## config.mk

```make
export PLATFORM = sky130hd
export DESIGN_NAME = row_column_field_size_unit_flat
export DESIGN_NICKNAME = d
export VERILOG_FILES = /design/src/hw/rtl/rcfs_pkg.sv /design/src/hw/rtl/rcfs_if.sv /design/src/hw/rtl/rcfs_length_calc.sv /design/src/hw/rtl/row_column_field_size_unit.sv /design/src/flat_wrapper.sv
export SDC_FILE = /design/constraint.sdc
export NUM_CORES = 1
export LEC_CHECK = 0
export BUFFER_PORTS_ARGS = -buffer_cell sky130_fd_sc_hd__buf_2
export CAP_MARGIN = 20
export CORE_MARGIN = 2
export CORE_UTILIZATION = 40
export CTS_CLUSTER_SIZE = 24
export DETAILED_ROUTE_END_ITERATION = 10
export PLACE_DENSITY = 0.59
export SLEW_MARGIN = 20
export SYNTH_ARGS = -nofsm -noshare
export SYNTH_HDL_FRONTEND = slang
export SYNTH_HIERARCHICAL = 1
export SYNTH_SLANG_ARGS = --single-unit
```

## constraint.sdc

```tcl
create_clock -name clk -period 11.15 [get_ports clk]
set_input_delay 1.115 -clock clk [delete_from_list [all_inputs] [get_ports clk]]
set_output_delay 1.115 -clock clk [all_outputs]
set_load 0.02 [all_outputs]
```

## src/hw/rtl/rcfs_pkg.sv

```systemverilog
// ============================================================================
// Row column field size package
// Type codes, word layouts and the packed decimal size helper.
// ============================================================================
package rcfs_pkg;

    // Column type codes.
    localparam logic [7:0] TYPE_DECIMAL     = 8'd0;
    localparam logic [7:0] TYPE_TINY        = 8'd1;
    localparam logic [7:0] TYPE_SHORT       = 8'd2;
    localparam logic [7:0] TYPE_LONG        = 8'd3;
    localparam logic [7:0] TYPE_FLOAT       = 8'd4;
    localparam logic [7:0] TYPE_DOUBLE      = 8'd5;
    localparam logic [7:0] TYPE_NULL        = 8'd6;
    localparam logic [7:0] TYPE_TIMESTAMP   = 8'd7;
    localparam logic [7:0] TYPE_LONGLONG    = 8'd8;
    localparam logic [7:0] TYPE_INT24       = 8'd9;
    localparam logic [7:0] TYPE_DATE        = 8'd10;
    localparam logic [7:0] TYPE_TIME        = 8'd11;
    localparam logic [7:0] TYPE_DATETIME    = 8'd12;
    localparam logic [7:0] TYPE_YEAR        = 8'd13;
    localparam logic [7:0] TYPE_NEWDATE     = 8'd14;
    localparam logic [7:0] TYPE_VARCHAR     = 8'd15;
    localparam logic [7:0] TYPE_BIT         = 8'd16;
    localparam logic [7:0] TYPE_NEWDECIMAL  = 8'd246;
    localparam logic [7:0] TYPE_ENUM        = 8'd247;
    localparam logic [7:0] TYPE_SET         = 8'd248;
    localparam logic [7:0] TYPE_TINY_BLOB   = 8'd249;
    localparam logic [7:0] TYPE_MEDIUM_BLOB = 8'd250;
    localparam logic [7:0] TYPE_LONG_BLOB   = 8'd251;
    localparam logic [7:0] TYPE_BLOB        = 8'd252;
    localparam logic [7:0] TYPE_VAR_STRING  = 8'd253;
    localparam logic [7:0] TYPE_STRING      = 8'd254;
    localparam logic [7:0] TYPE_GEOMETRY    = 8'd255;

    // Blob length prefix widths carried in the metadata word.
    localparam logic [15:0] PREFIX_ONE   = 16'd1;
    localparam logic [15:0] PREFIX_TWO   = 16'd2;
    localparam logic [15:0] PREFIX_THREE = 16'd3;
    localparam logic [15:0] PREFIX_FOUR  = 16'd4;

    localparam logic [31:0] LEN_INVALID = 32'hFFFF_FFFF;

    // Digits per four-byte group of a packed decimal, and the reciprocal
    // used to divide an 8-bit digit count by it: floor(x * 57 / 512).
    localparam int unsigned DIG_PER_GROUP = 9;
    localparam int unsigned RECIP_MUL     = 57;
    localparam int unsigned RECIP_SHIFT   = 9;

    typedef struct packed {
        logic [7:0]  column_type;
        logic [15:0] metadata;
        logic [31:0] prefix_bytes;
    } rcfs_item_t;

    typedef struct packed {
        logic [31:0] field_length;
        logic [1:0]  metadata_size;
        logic        unknown_type;
    } rcfs_result_t;

    // Bytes taken by the digits left over after whole groups of nine.
    function automatic logic [2:0] leftover_bytes(input logic [3:0] digits);
        logic [2:0] bytes;
        case (digits)
            4'd0:    bytes = 3'd0;
            4'd1:    bytes = 3'd1;
            4'd2:    bytes = 3'd1;
            4'd3:    bytes = 3'd2;
            4'd4:    bytes = 3'd2;
            4'd5:    bytes = 3'd3;
            4'd6:    bytes = 3'd3;
            4'd7:    bytes = 3'd4;
            4'd8:    bytes = 3'd4;
            4'd9:    bytes = 3'd4;
            default: bytes = 3'd0;
        endcase
        return bytes;
    endfunction

    // Storage bytes for a run of decimal digits (at most 255 digits).
    function automatic logic [7:0] decimal_bytes(input logic [7:0] digits);
        logic [13:0] prod;
        logic [4:0]  groups;
        logic [7:0]  rem;
        prod   = 14'(digits) * 14'(RECIP_MUL);
        groups = prod[RECIP_SHIFT +: 5];
        rem    = digits - 8'(groups) * 8'(DIG_PER_GROUP);
        return {1'b0, groups, 2'b00} + 8'(leftover_bytes(rem[3:0]));
    endfunction

endpackage

```

## src/hw/rtl/rcfs_if.sv

```systemverilog
// ============================================================================
// Row column field size channels
// Valid/ready channels for column descriptor words and result words.
// ============================================================================

// Column descriptor channel.
interface rcfs_col_if;
    logic        valid;
    logic        ready;
    logic [7:0]  column_type;
    logic [15:0] metadata;
    logic [31:0] prefix_bytes;

    modport source (output valid, output column_type, output metadata,
                    output prefix_bytes, input ready);
    modport sink   (input valid, input column_type, input metadata,
                    input prefix_bytes, output ready);
endinterface

// Field size result channel.
interface rcfs_res_if;
    logic        valid;
    logic        ready;
    logic [31:0] field_length;
    logic [1:0]  metadata_size;
    logic        unknown_type;

    modport source (output valid, output field_length, output metadata_size,
                    output unknown_type, input ready);
    modport sink   (input valid, input field_length, input metadata_size,
                    input unknown_type, output ready);
endinterface

```

## src/hw/rtl/rcfs_length_calc.sv

```systemverilog
// ============================================================================
// Row column field size calculator
// Combinational decode of one column descriptor into its field length,
// metadata byte count and unknown-type flag.
// ============================================================================
module rcfs_length_calc (
    input  rcfs_pkg::rcfs_item_t   item,
    output rcfs_pkg::rcfs_result_t res
);

    logic [7:0]  md_lo;
    logic [7:0]  md_hi;
    logic [7:0]  b0;
    logic [15:0] w16;
    logic [7:0]  int_digits;
    logic [7:0]  dec_len;
    logic [31:0] blob_len;

    assign md_lo = item.metadata[7:0];
    assign md_hi = item.metadata[15:8];
    assign b0    = item.prefix_bytes[7:0];
    assign w16   = item.prefix_bytes[15:0];

    // Packed decimal: integer digits and scale digits sized separately.
    assign int_digits = md_lo - md_hi;
    assign dec_len    = rcfs_pkg::decimal_bytes(int_digits)
                      + rcfs_pkg::decimal_bytes(md_hi);

    // Blob family: length prefix of one to four bytes ahead of the data.
    always_comb
    begin
        case (item.metadata)
            rcfs_pkg::PREFIX_ONE:   blob_len = 32'(b0) + 32'd1;
            rcfs_pkg::PREFIX_TWO:   blob_len = 32'(w16) + 32'd2;
            rcfs_pkg::PREFIX_THREE: blob_len = 32'(item.prefix_bytes[23:0]) + 32'd3;
            rcfs_pkg::PREFIX_FOUR:  blob_len = item.prefix_bytes + 32'd4;
            default:                blob_len = 32'd0;
        endcase
    end

    // Field length and flag by type code.
    always_comb
    begin
        res.field_length = 32'd0;
        res.unknown_type = 1'b0;
        case (item.column_type)
            rcfs_pkg::TYPE_VAR_STRING, rcfs_pkg::TYPE_DECIMAL,
            rcfs_pkg::TYPE_FLOAT, rcfs_pkg::TYPE_DOUBLE:
                res.field_length = 32'(item.metadata);
            rcfs_pkg::TYPE_NEWDECIMAL:
            begin
                if (md_hi > md_lo)
                begin
                    res.field_length = rcfs_pkg::LEN_INVALID;
                    res.unknown_type = 1'b1;
                end
                else
                begin
                    res.field_length = 32'(dec_len);
                end
            end
            rcfs_pkg::TYPE_ENUM, rcfs_pkg::TYPE_SET, rcfs_pkg::TYPE_STRING:
            begin
                // The low metadata byte holds the real type of the column.
                if (md_lo == rcfs_pkg::TYPE_ENUM || md_lo == rcfs_pkg::TYPE_SET)
                    res.field_length = 32'(md_hi);
                else
                    res.field_length = 32'(b0) + 32'd1;
            end
            rcfs_pkg::TYPE_YEAR, rcfs_pkg::TYPE_TINY:
                res.field_length = 32'd1;
            rcfs_pkg::TYPE_SHORT:
                res.field_length = 32'd2;
            rcfs_pkg::TYPE_INT24, rcfs_pkg::TYPE_DATE, rcfs_pkg::TYPE_TIME,
            rcfs_pkg::TYPE_NEWDATE:
                res.field_length = 32'd3;
            rcfs_pkg::TYPE_LONG, rcfs_pkg::TYPE_TIMESTAMP:
                res.field_length = 32'd4;
            rcfs_pkg::TYPE_LONGLONG, rcfs_pkg::TYPE_DATETIME:
                res.field_length = 32'd8;
            rcfs_pkg::TYPE_NULL:
                res.field_length = 32'd0;
            rcfs_pkg::TYPE_BIT:
                res.field_length = 32'(md_hi) + 32'(md_lo != 8'd0);
            rcfs_pkg::TYPE_VARCHAR:
            begin
                // Columns longer than 255 bytes use a two-byte length prefix.
                if (md_hi != 8'd0)
                    res.field_length = 32'(w16) + 32'd2;
                else
                    res.field_length = 32'(b0) + 32'd1;
            end
            rcfs_pkg::TYPE_TINY_BLOB, rcfs_pkg::TYPE_MEDIUM_BLOB,
            rcfs_pkg::TYPE_LONG_BLOB, rcfs_pkg::TYPE_BLOB,
            rcfs_pkg::TYPE_GEOMETRY:
                res.field_length = blob_len;
            default:
            begin
                res.field_length = rcfs_pkg::LEN_INVALID;
                res.unknown_type = 1'b1;
            end
        endcase
    end

    // Metadata bytes carried by the column type.
    always_comb
    begin
        case (item.column_type)
            rcfs_pkg::TYPE_FLOAT, rcfs_pkg::TYPE_DOUBLE, rcfs_pkg::TYPE_BLOB,
            rcfs_pkg::TYPE_GEOMETRY:
                res.metadata_size = 2'd1;
            rcfs_pkg::TYPE_VARCHAR, rcfs_pkg::TYPE_BIT, rcfs_pkg::TYPE_NEWDECIMAL,
            rcfs_pkg::TYPE_VAR_STRING, rcfs_pkg::TYPE_STRING:
                res.metadata_size = 2'd2;
            default:
                res.metadata_size = 2'd0;
        endcase
    end

endmodule

```

## src/hw/rtl/row_column_field_size_unit.sv

```systemverilog
// ============================================================================
// Row column field size unit
// Streams column descriptors and returns each field's row-image byte length.
// ============================================================================
// The unit accepts one column descriptor word per clock and returns one result
// word per descriptor, in order. A word is captured in the input register,
// decoded by a single level of combinational logic and held in the output
// register, which presents its result. Sustained throughput is one word per
// cycle, since each stage advances whenever the stage after it is empty or
// draining; it drops only while the result channel holds ready low. The
// result register decouples the two sides: while a result waits, one more
// descriptor can still be taken into an empty input register.
module row_column_field_size_unit (
    input  logic         clk,
    input  logic         rst_n,
    rcfs_col_if.sink     column,
    rcfs_res_if.source   result
);

    logic                   stage_valid_reg;
    rcfs_pkg::rcfs_item_t   stage_item_reg;
    logic                   out_valid_reg;
    rcfs_pkg::rcfs_result_t out_data_reg;
    rcfs_pkg::rcfs_result_t calc_res;
    logic                   out_take;
    logic                   stage_take;

    // Each stage advances when the stage after it is empty or draining.
    assign out_take     = !out_valid_reg || result.ready;
    assign stage_take   = !stage_valid_reg || out_take;
    assign column.ready = stage_take;

    rcfs_length_calc u_calc (
        .item (stage_item_reg),
        .res  (calc_res)
    );

    // Valid flags of both stages.
    always_ff @(posedge clk or negedge rst_n)
    begin
        if (!rst_n)
        begin
            stage_valid_reg <= 1'b0;
            out_valid_reg   <= 1'b0;
        end
        else
        begin
            if (stage_take)
                stage_valid_reg <= column.valid;
            if (out_take)
                out_valid_reg <= stage_valid_reg;
        end
    end

    // Payload registers load only with a valid word.
    always_ff @(posedge clk)
    begin
        if (stage_take && column.valid)
        begin
            stage_item_reg.column_type  <= column.column_type;
            stage_item_reg.metadata     <= column.metadata;
            stage_item_reg.prefix_bytes <= column.prefix_bytes;
        end
        if (out_take && stage_valid_reg)
            out_data_reg <= calc_res;
    end

    assign result.valid         = out_valid_reg;
    assign result.field_length  = out_data_reg.field_length;
    assign result.metadata_size = out_data_reg.metadata_size;
    assign result.unknown_type  = out_data_reg.unknown_type;

endmodule

```

## src/flat_wrapper.sv

```systemverilog
// flat-port wrapper written by rule: the top's interface ports become plain ports
module row_column_field_size_unit_flat 
  (clk, rst_n, column_valid, column_column_type, column_metadata, column_prefix_bytes, column_ready, result_valid, result_field_length, result_metadata_size, result_unknown_type, result_ready);
  rcfs_col_if column_i ();
  rcfs_res_if result_i ();
  input  logic clk;
  input  logic rst_n;
  input wire logic [$bits(column_i.valid)-1:0] column_valid;
  input wire logic [$bits(column_i.column_type)-1:0] column_column_type;
  input wire logic [$bits(column_i.metadata)-1:0] column_metadata;
  input wire logic [$bits(column_i.prefix_bytes)-1:0] column_prefix_bytes;
  output wire logic [$bits(column_i.ready)-1:0] column_ready;
  output wire logic [$bits(result_i.valid)-1:0] result_valid;
  output wire logic [$bits(result_i.field_length)-1:0] result_field_length;
  output wire logic [$bits(result_i.metadata_size)-1:0] result_metadata_size;
  output wire logic [$bits(result_i.unknown_type)-1:0] result_unknown_type;
  input wire logic [$bits(result_i.ready)-1:0] result_ready;
  assign column_i.valid = column_valid;
  assign column_i.column_type = column_column_type;
  assign column_i.metadata = column_metadata;
  assign column_i.prefix_bytes = column_prefix_bytes;
  assign column_ready = column_i.ready;
  assign result_valid = result_i.valid;
  assign result_field_length = result_i.field_length;
  assign result_metadata_size = result_i.metadata_size;
  assign result_unknown_type = result_i.unknown_type;
  assign result_i.ready = result_ready;
  row_column_field_size_unit u_core (.clk(clk), .rst_n(rst_n), .column(column_i), .result(result_i));
endmodule
```

**Word level (Yosys, flattened, before mapping)**

Memory sizes are Yosys's and may differ from the RTL's.
Index checks and enable logic that the tools add are counted.

- Bits in read-only memories: 96
- Bits of input ports: 60
- RAM bits: 0
- Output and inout port bits: 37
- Memories kept: 2
- Bits in latches: 0
- Logic and storage cells: 86
- Register bits: 93

- Divide/modulo/power cells: 0
- Shift-type cells: 0
- Bitwise gates (word level): 0
- Multiplexer cells: 8
- Reductions and logical operators: 20
- Add/sub/neg operators: 11
- Magnitude comparators: 1
- Multiply operators: 4
- Equality and inequality tests: 32

Memories:

| memory | depth | bits a word | rd ports | clocked after memory_dff | wr ports | RTL line | text |
|---|---|---|---|---|---|---|---|
| (no name shown) | 16 | 3 | 1 | 0 | 0 | rcfs_pkg.sv:65 | `case (digits)` |
| (no name shown) | 16 | 3 | 1 | 0 | 0 | rcfs_pkg.sv:65 |  |

Operators by type and width:

| kind | count |
|---|---|
| 32-bit case mux with 12 select lines | 1 |
| 32-bit case mux with 4 select lines | 1 |
| 8-bit == test, second input constant | 12 |
| 8-bit by 4-bit == test with 1-bit output, second input constant | 8 |
| 32-bit by 3-bit adder with 32-bit output, second input constant | 1 |
| 16-bit by 2-bit == test with 1-bit output, second input constant | 2 |
| 8-bit by 3-bit == test with 1-bit output, second input constant | 4 |
| 32-bit two-way mux | 1 |
| 8-bit by 6-bit multiplier with 14-bit output, second input constant | 2 |
| 26-bit OR reduction | 1 |
| 24-bit by 2-bit adder with 25-bit output, second input constant | 1 |
| 16-bit by 2-bit adder with 17-bit output, second input constant | 1 |
| 17-bit two-way mux | 1 |
| 7-bit by 3-bit adder with 8-bit output | 2 |
| 16-bit by 1-bit == test with 1-bit output, second input constant | 1 |
| 16-bit by 3-bit == test with 1-bit output, second input constant | 1 |
| 8-bit by 2-bit == test with 1-bit output, second input constant | 2 |
| 8-bit nonzero test | 2 |
| 4-bit OR reduction | 3 |
| 5-bit by 4-bit multiplier with 4-bit output, second input constant | 2 |
| 5-bit OR reduction | 2 |
| 8-bit by 1-bit adder with 9-bit output | 1 |
| 8-bit by 1-bit adder with 9-bit output, second input constant | 1 |
| 9-bit two-way mux | 1 |
| 15 further kinds | 22 |

**Depth between registers and ports, before layout**

Gate-level depths: netlist of the first run.
An unclocked memory read counts as a cell.

- Depth in word-level cells: 9
- Depth in mapped cells: 39
- Mapped depth without buffers: 39

**Hierarchy**

The synthesis of the first run kept the hierarchy.

By module, submodules not included:

| module | area an instance (µm²) | instances | cells an instance | sequential area each (µm²) |
|---|---|---|---|---|
| rcfs_length_calc | 5644.2 | 1 | 765 | 0.0 |
| row_column_field_size_unit | 2836.5 | 1 | 99 | 2782.7 |

**Worst setup path after synthesis of the first run**

OpenSTA, ideal clock, no wires.

- Kind: reg-to-reg
- Start: reg u_core/stage_item_reg[40] (netlist name)
- End: reg u_core.out_data_reg, in the netlist u_core/result.field_length[6], data pin
- Cell stages (with the launch flop): 38
- Library setup time: 272 ps
- Data required time: 10878 ps
- Clock period less this slack: 9083 ps
- Buffers on the path: 0
- Data arrival time: 8811 ps
- Path slack: 2067 ps
- Cells stage by stage: edfxtp_1 -> ha_1 -> inv_1 -> fa_1 -> a21o_1 -> a21oi_1 -> nor2_1 -> o31a_1 -> a21oi_1 -> xnor2_1 -> xnor2_1 -> ha_1 -> ha_1 -> ha_1 -> a2111oi_0 -> a21boi_0 -> a311oi_1 -> nand2_1 -> [2 not listed] -> a21o_1 -> a21oi_1 -> xor2_1 -> xnor3_1 -> mux2i_1 -> fa_1 -> inv_1 -> fa_1 -> inv_1 -> ha_1 -> fa_1 -> a21o_1 -> a21oi_1 -> xnor2_1 -> a22oi_1 -> o21ai_0 -> a221oi_1 -> o211ai_1

RTL lines:

| item | RTL line | text |
|---|---|---|
| start: declaration | row_column_field_size_unit.sv:21 | `rcfs_pkg::rcfs_item_t stage_item_reg;` |
| end signal: assignment | row_column_field_size_unit.sv:65 | `out_data_reg <= calc_res;` |
| end: declaration | row_column_field_size_unit.sv:23 | `rcfs_pkg::rcfs_result_t out_data_reg;` |

==> results of run 1 <==
cell families after synthesis:
kind of cell / count (synthesis) / synth area share
AO/OA/AOI/OAI: 230 / 0.184
adder cells (fa/ha/maj): 123 / 0.198
XOR/XNOR: 85 / 0.0903
buffers and inverters: 85 / 0.0395
AND/OR/NAND/NOR: 236 / 0.146
flip-flops: 93 / 0.328
multiplexers: 12 / 0.0146
critical path, delay by kind of cell, from the launching register on:
kind	cells	cell delay, ps
fa+ha+maj	11	4010
compound gates	15	3600
xor+xnor	5	960
flops	1	570
buf+inv	4	420
simple gates	2	240
mux	1	150
synthesized netlist by cell type, types with 9 or more instances:
cell	instances	area share
ha_1	99	0.15
edfxtp_1	91	0.32
nand2_1	60	0.027
a21oi_1	53	0.031
nor2_1	53	0.023
xnor2_1	51	0.053
inv_1	46	0.020
o21ai_0	39	0.023
xor2_1	32	0.033
clkbuf_1	29	0.013
nand3_1	21	0.012
fa_1	20	0.047
nor3_1	18	0.011
o211ai_1	16	0.014
a21o_1	15	0.013
nand4_1	15	0.011
and3_1	13	0.0096
a211oi_1	12	0.011
a22oi_1	9	0.0080
a31oi_1	9	0.0066
mux2i_1	9	0.011
nand2b_1	9	0.0066
per-stage QoR:
step	cell area (sq um)	hold slack (ps)	worst slack, ps	cells
2_1_floorplan	8480	511	2070	864
3_3_place_gp	9210	544	1160	1206
3_5_place_dp	9210	540	988	1206
4_1_cts	9510	501	954	1222
5_1_grt	9520	493	114	1223
6_report	9520	514	879	1223
worst min-delay path by stage:
stage	startpoint	to	slack (ps)	cells past startpoint
4_1_cts	rst_n	u_core/stage_valid_reg$_DFFE_PN0P_	500	1
5_1_grt	rst_n	u_core/stage_valid_reg$_DFFE_PN0P_	490	1
3_3_place_gp	u_core/stage_valid_reg$_DFFE_PN0P_	u_core/result.valid$_DFFE_PN0P_	540	1
3_5_place_dp	u_core/stage_valid_reg$_DFFE_PN0P_	u_core/result.valid$_DFFE_PN0P_	540	1
6_report	rst_n	u_core/stage_valid_reg$_DFFE_PN0P_	510	1
2_1_floorplan	u_core/stage_valid_reg$_DFFE_PN0P_	u_core/result.valid$_DFFE_PN0P_	510	1
routing by layer:
layer	track usage	vias up	routed length, um
li1	-	3390	-
met1	0.300	3243	10500
met2	0.323	290	10300
met3	0.0390	35	1550
met4	0.0543	0	469
met5	0	-	0
placed cells by master (no fill, tap or decap), types with 7 or more instances in the layout:
master     Yosys  layout
nor2_1        53      52
edfxtp_1      91      91
a211oi_1      12      12
a21oi_1       53      53
nand2b_1       9       9
inv_1         46      46
o2111ai_1      7       7
and2_1         8       8
and3_1        13      13
a21o_1        15      15
buf_2          4      96
nor3_1        18      18
xor2_1        32      32
nand3_1       21      21
nand2_1       60      60
clkbuf_16      0       9
mux2i_1        9       9
o211ai_1      16      16
ha_1          99      99
buf_4          1       9
a22oi_1        9       9
fa_1          20      20
a31oi_1        9       9
o21ai_0       39      39
o21a_1         7       7
nand4_1       15      15
xnor2_1       51      51
final cells by class:
class	count	area (sq um)
Timing Repair Buffer	105	548
Sequential cell	93	2780
Multi-Input combinational cell	686	5370
Clock inverter	7	73.8
Tap cell	275	344
Inverter	48	180
Clock buffer	9	225
Fill cell	2024	11400
==> flow_summary.ini, run 1 <==
[die]
core_sq_mm = 0.0209
die-area_sq_mm = 0.0224
die-height_um = 150
design.portCount = 97
initial_core_util = 0.406
die_w_um = 150
row_count = 53

[sta]
setup_tns_ps = 0
grt_setup_unrepaired = no
fin_crit_ps = 10270
slew_viol_final = 0
fin_skew_ps = 10.6
hold_viol = 0
finalCritPeriodShare = 0.921
setup_viol = 0
maxSlewHeadroom = 0.329
worst_pin_slew_ps = 999
fmax_ghz = 0.0974

[yosys]
synth-seq-cells = 93
syn_nets = 1043
synth_edf_count = 91
synthesis.area_sq_mm = 0.00848
yosys_warnings = 6
synthCells = 864
synth.avg_cell_area_sq_um = 9.82
yosysUniqueCellTypes = 81
async_reset_ff_frac = 0.0215
yosysSeqAreaShare = 0.328
ys.flop_type = edfxtp_1

[setup_path]
endpoint = u_core/result.field_length[6]$_DFFE_PP_
slowest_stage = a311oi_1
endpoint_kind = flip-flop
worst-r2r-setup-slack_ps = 880
critPathMaxFanout = 11
slowest_delay_ps = 830
r2r-end = u_core/result.field_length[6]$_DFFE_PP_
r2r_start = u_core/stage_item_reg[32]$_DFFE_PP_
cpMostUsedCell = ha_1
worst_setup_path_start_kind = flip-flop
crit_type = reg -> reg
critPathLaunch = u_core/stage_item_reg[32]$_DFFE_PP_
critPathRequiredTime_ps = 11230
reg2reg_depth = 38
cp.arrival_ps = 10350

[drt]
drtAntennaViolNets = 0
viasPerCell = 5.69
wl_per_cell_um = 18.6
wl_um = 22700
first_iter_violations = 705
num_vias = 6958
dr.pass1.iters = 6
drcViolationCount = 0

[clocking]
insertion_delay_ps = 370
cts_resized = 0
cts.sink_count = 93
cts_max_path_buffers = 2
clk_pin_slew_worst_paths_ps = 80
tritoncts = built
ctsHoldBuffers = 0
cts_htree_levels = 3
cts_buffers = 9
clockRootBuffer = clkbuf_16
postCtsSetupBuffers = 0

[grt]
grt_usage = 0.209
antenna_found_initial = 0
grt_max_degree = 57
overflow = 0
grt_pass1_vias = 6607
grt_pass1_wl_um = 36100

[cells_and_area]
largest_reg_flops = 56
area_growth_pct = 12.2
final_nets = 1122
antenna_cells = 0
fin_util = 0.456
drive_gt1_frac = 0.152

[place]
place_congestion = 0.939
io_buffers = 96
hpwl_um = 17300

[status]
status = completed

[min_path]
hold_class = in -> async

[job]
cap_viol_max_count = 0
Power of run 1 is left out: the tool's default activity adds up to more than one toggle a clock period on the data nets, which glitch-free logic cannot reach.
==> run 2: changes to the inputs <==
Clock period 11.15 ns to 13.2 ns, I/O delays scaled along.
==> run 2 against run 1 <==
Net effect:
- core utilization is 0.060 points lower
- largest cell class unchanged
- non-clock buffer count is 4 lower
- hold slack better by 49 ps
- sequential cell count stayed put
- clock skew is 12 ps higher
- register-to-register slack better by 2200 ps
- global-route usage is 0.27 points lower
- first-iteration DRC count is 1.4% higher
- critical path type unchanged
- worst setup slack better by 2200 ps
- final cell count is 0.33% lower
- final area is 0.13% lower
==> flow_summary.ini, run 2 (synthesis gave the netlist of run 1 again) <==
[clocking]
cts_max_path_buffers = 2
insertion_delay_ps = 360
cts_htree_levels = 3
cts_buffers = 9
cts.sink_count = 93
cts_resized = 0
postCtsSetupBuffers = 0
ctsHoldBuffers = 0
clockRootBuffer = clkbuf_16
clk_pin_slew_worst_paths_ps = 70
tritoncts = built

[setup_path]
cp.arrival_ps = 10210
critPathMaxFanout = 11
cpMostUsedCell = ha_1
slowest_delay_ps = 780
worst_setup_path_start_kind = flip-flop
endpoint_kind = flip-flop
crit_type = reg -> reg
critPathRequiredTime_ps = 13270
slowest_stage = a311oi_1
crit_family = adder cells
crit_buf_inv = 4

[cells_and_area]
mostFrequentLayoutCell = ha_1
drive_gt1_frac = 0.148
final_cell_mix = ha_1 (99), buf_2 (96), edfxtp_1 (91)
antenna_cells = 0
final_nets = 1118
area_growth_pct = 12.1
largest_reg_flops = 56
nFillCells = 2012

[sta]
fin_crit_ps = 10140
worst_pin_slew_ps = 1160
setup_tns_ps = 0
fin_skew_ps = 22.5
slew_viol_final = 0
grt_setup_unrepaired = no
fmax_ghz = 0.0986
maxSlewHeadroom = 0.228
setup_viol = 0
hold_viol = 0
finalCritPeriodShare = 0.768

[place]
hpwl_um = 17000
place_congestion = 0.947
io_buffers = 96

[drt]
drtAntennaViolNets = 0
viasPerCell = 5.73
wl_um = 22800
first_iter_violations = 715
wl_per_cell_um = 18.7
dr.pass1.iters = 6
drcViolationCount = 0
num_vias = 6979

[die]
die-area_sq_mm = 0.0224
die_w_um = 150
initial_core_util = 0.406
core_sq_mm = 0.0209
row_count = 53
die-height_um = 150
design.portCount = 97

[job]
cap_viol_max_count = 0

[grt]
grt_pass1_vias = 6421
grt_usage = 0.206
grt_pass1_wl_um = 35700
antenna_found_initial = 0
overflow = 0
grt_max_degree = 57

[min_path]
hold_class = reg -> reg

[status]
status = completed
-- run 2: metal layers --
metal  vias up  global-route usage  wire (um)
li1       3380                   -          -
met1      3295               0.301      10500
met4         0              0.0571        435
met5         -                   0          0
met3        28              0.0366       1670
met2       276               0.313      10200
-- run 2: path summary, 6_finish.rpt --
check | start | end | slack [ps] | depth (start not counted)
worst max-delay path | u_core/stage_item_reg[32]$_DFFE_PP_ | u_core/result.field_length[6]$_DFFE_PP_ | 3060 | 38
worst min-delay path | u_core/stage_valid_reg$_DFFE_PN0P_ | u_core/result.valid$_DFFE_PN0P_ | 560 | 1
worst max register to register | u_core/stage_item_reg[32]$_DFFE_PP_ | u_core/result.field_length[6]$_DFFE_PP_ | 3060 | 38
worst min register to register | u_core/stage_valid_reg$_DFFE_PN0P_ | u_core/result.valid$_DFFE_PN0P_ | 560 | 1
max in group asynchronous | rst_n | u_core/result.valid$_DFFE_PN0P_ | 12370 | 1
min in group asynchronous | rst_n | u_core/stage_valid_reg$_DFFE_PN0P_ | 740 | 1
-- run 2: area by class of cell --
type | instances | area, sq um | area share
multi-input combinational | 686 | 5370 | 0.564
sequential | 93 | 2780 | 0.293
timing repair buffer | 101 | 518 | 0.0545
tap | 275 | 344 | 0.0362
clock buffer | 9 | 225 | 0.0237
inverter | 48 | 180 | 0.0190
clock inverter | 7 | 91.3 | 0.00961
-- run 2: per-stage QoR --
step / worst slack (ps) / hold WS [ps] / util / cell area, sq um / cells
6_report: 3060 / 563 / 0.455 / 9510 / 1219
5_1_grt: 2180 / 599 / 0.455 / 9510 / 1219
4_1_cts: 3020 / 561 / 0.455 / 9510 / 1219
3_5_place_dp: 3030 / 541 / 0.440 / 9190 / 1203
3_3_place_gp: 3220 / 544 / 0.440 / 9190 / 1203
2_1_floorplan: 4120 / 511 / - / 8480 / 864
-- run 2: worst reg2reg max path, delay by kind of cell (launching register included) --
kind | cells | cell delay, ps
AND/OR/NAND/NOR | 2 | 240
buffers and inverters | 4 | 440
multiplexers | 1 | 150
flip-flops | 1 | 580
adder cells (fa/ha/maj) | 11 | 4000
AO/OA/AOI/OAI | 15 | 3490
XOR/XNOR | 5 | 970
Power of run 2 is left out for the same reason.
==> run 3: changes to the inputs <==
Clock period 13.2 ns to 10.4 ns, I/O delays scaled along.
==> run 3 against run 2 <==
Net effect:
- maximum frequency up 3.4%
- final cell count up 0.90%
- wire length up 1.2%
- critical path type unchanged
- critical endpoint unchanged
- largest cell class unchanged
==> flow_summary.ini, run 3 (synthesis gave the netlist of run 1 again) <==
[setup_path]
worst-r2r-setup-slack_ps = 600
worst_setup_path_start_kind = flip-flop
slowest_delay_ps = 570
r2r_start = u_core/stage_item_reg[32]$_DFFE_PP_
crit_type = reg -> reg
critPathMaxFanout = 11
endpoint_kind = flip-flop
cp.arrival_ps = 9870
reg2reg_depth = 39
cpMostUsedCell = ha_1
critPathRequiredTime_ps = 10460
r2r-end = u_core/result.field_length[6]$_DFFE_PP_
slowest_stage = edfxtp_1

[drt]
wl_um = 23100
num_vias = 7037
drtAntennaViolNets = 0
wl_per_cell_um = 18.8
drcViolationCount = 0
viasPerCell = 5.72
dr.pass1.iters = 9
first_iter_violations = 788

[sta]
fin_skew_ps = 14.4
slew_viol_final = 0
maxSlewHeadroom = 0.281
setup_viol = 0
hold_viol = 0
grt_setup_unrepaired = no
fmax_ghz = 0.102
worst_pin_slew_ps = 1080
fin_crit_ps = 9800
finalCritPeriodShare = 0.943
setup_tns_ps = 0

[grt]
grt_usage = 0.208
antenna_found_initial = 0
grt_pass1_vias = 6503
grt_max_degree = 57
grt_pass1_wl_um = 36200
overflow = 0

[clocking]
cts_buffers = 9
tritoncts = built
clk_pin_slew_worst_paths_ps = 70
clockRootBuffer = clkbuf_16
cts_htree_levels = 3
postCtsSetupBuffers = 0
cts_max_path_buffers = 2
insertion_delay_ps = 350
ctsHoldBuffers = 0
cts.sink_count = 93

[place]
hpwl_um = 17500
place_area_sq_mm = 0.00927
place_congestion = 0.965
io_buffers = 96

[die]
row_count = 53
core_sq_mm = 0.0209
die-height_um = 150
die_w_um = 150
design.portCount = 97
die-area_sq_mm = 0.0224
initial_core_util = 0.406

[cells_and_area]
antenna_cells = 0
register_area_sq_mm = 0.00278
fin_area_sq_mm = 0.00956
drive_gt1_frac = 0.158
final_nets = 1129
area_growth_pct = 12.7
mostFrequentLayoutCell = ha_1
multi_input_area_sq_mm = 0.00538
nFillCells = 2059
largest_reg_flops = 56
final_cell_mix = ha_1 (99), buf_2 (96), edfxtp_1 (91)

[min_path]
hold_class = in -> async

[job]
cap_viol_max_count = 0

[status]
status = completed
## run 3: worst max path at each step
| stage | slack, ps | from | depth (start not counted) | end |
|---|---|---|---|---|
| final | 600 | u_core/stage_item_reg[32]$_DFFE_PP_ | 39 | u_core/result.field_length[6]$_DFFE_PP_ |
| after global routing | 120 | u_core/stage_item_reg[32]$_DFFE_PP_ | 39 | u_core/result.field_length[6]$_DFFE_PP_ |
| after CTS | 450 | u_core/stage_item_reg[32]$_DFFE_PP_ | 39 | u_core/result.field_length[6]$_DFFE_PP_ |
| after detailed placement | 480 | u_core/stage_item_reg[32]$_DFFE_PP_ | 39 | u_core/result.field_length[6]$_DFFE_PP_ |
| after global placement | 810 | u_core/stage_item_reg[32]$_DFFE_PP_ | 39 | u_core/result.field_length[6]$_DFFE_PP_ |
| after floorplan | 1320 | u_core/stage_item_reg[40]$_DFFE_PP_ | 37 | u_core/result.field_length[6]$_DFFE_PP_ |
## run 3: timing repair
action / CTS / global route
endpoints found under the setup margin: 0 / 3
gates resized for setup: 0 / 4
endpoints found under the hold margin: 0 / 0
## run 3: cell type report
cell class	count	share of cell area
repair buffers	112	0.0628
multi-input cells	686	0.563
well taps	275	0.0360
clock buffers	11	0.0243
inverters	48	0.0189
clock inverters	5	0.00367
flip-flops and latches	93	0.291
## run 3: metrics by stage
stage           util  hold slack, ps  setup slack [ps]  std cells
2_1_floorplan      -             511              1320        864
3_3_place_gp   0.444             544               810       1214
3_5_place_dp   0.444             550               481       1214
4_1_cts        0.457             450               450       1230
5_1_grt        0.458             444               121       1230
6_report       0.458             460               596       1230
## run 3: per-layer routing
layer  up-vias  share of wire  GRT usage  wire, um
met5         -              0          0         0
met4         0          0.021     0.0543       487
met3        36          0.069     0.0274      1600
met2       291           0.45      0.318     10300
met1      3314           0.46      0.311     10700
li1       3396              -          -         -
## run 3: worst max-delay path: cells and delay by family (launching register included)
family	cells	cell delay, ps
buf+inv	5	520
fa+ha+maj	11	4000
compound gates	15	3110
flops	1	570
mux	1	170
xor+xnor	5	880
simple gates	2	240
Power of run 3 is left out for the same reason.
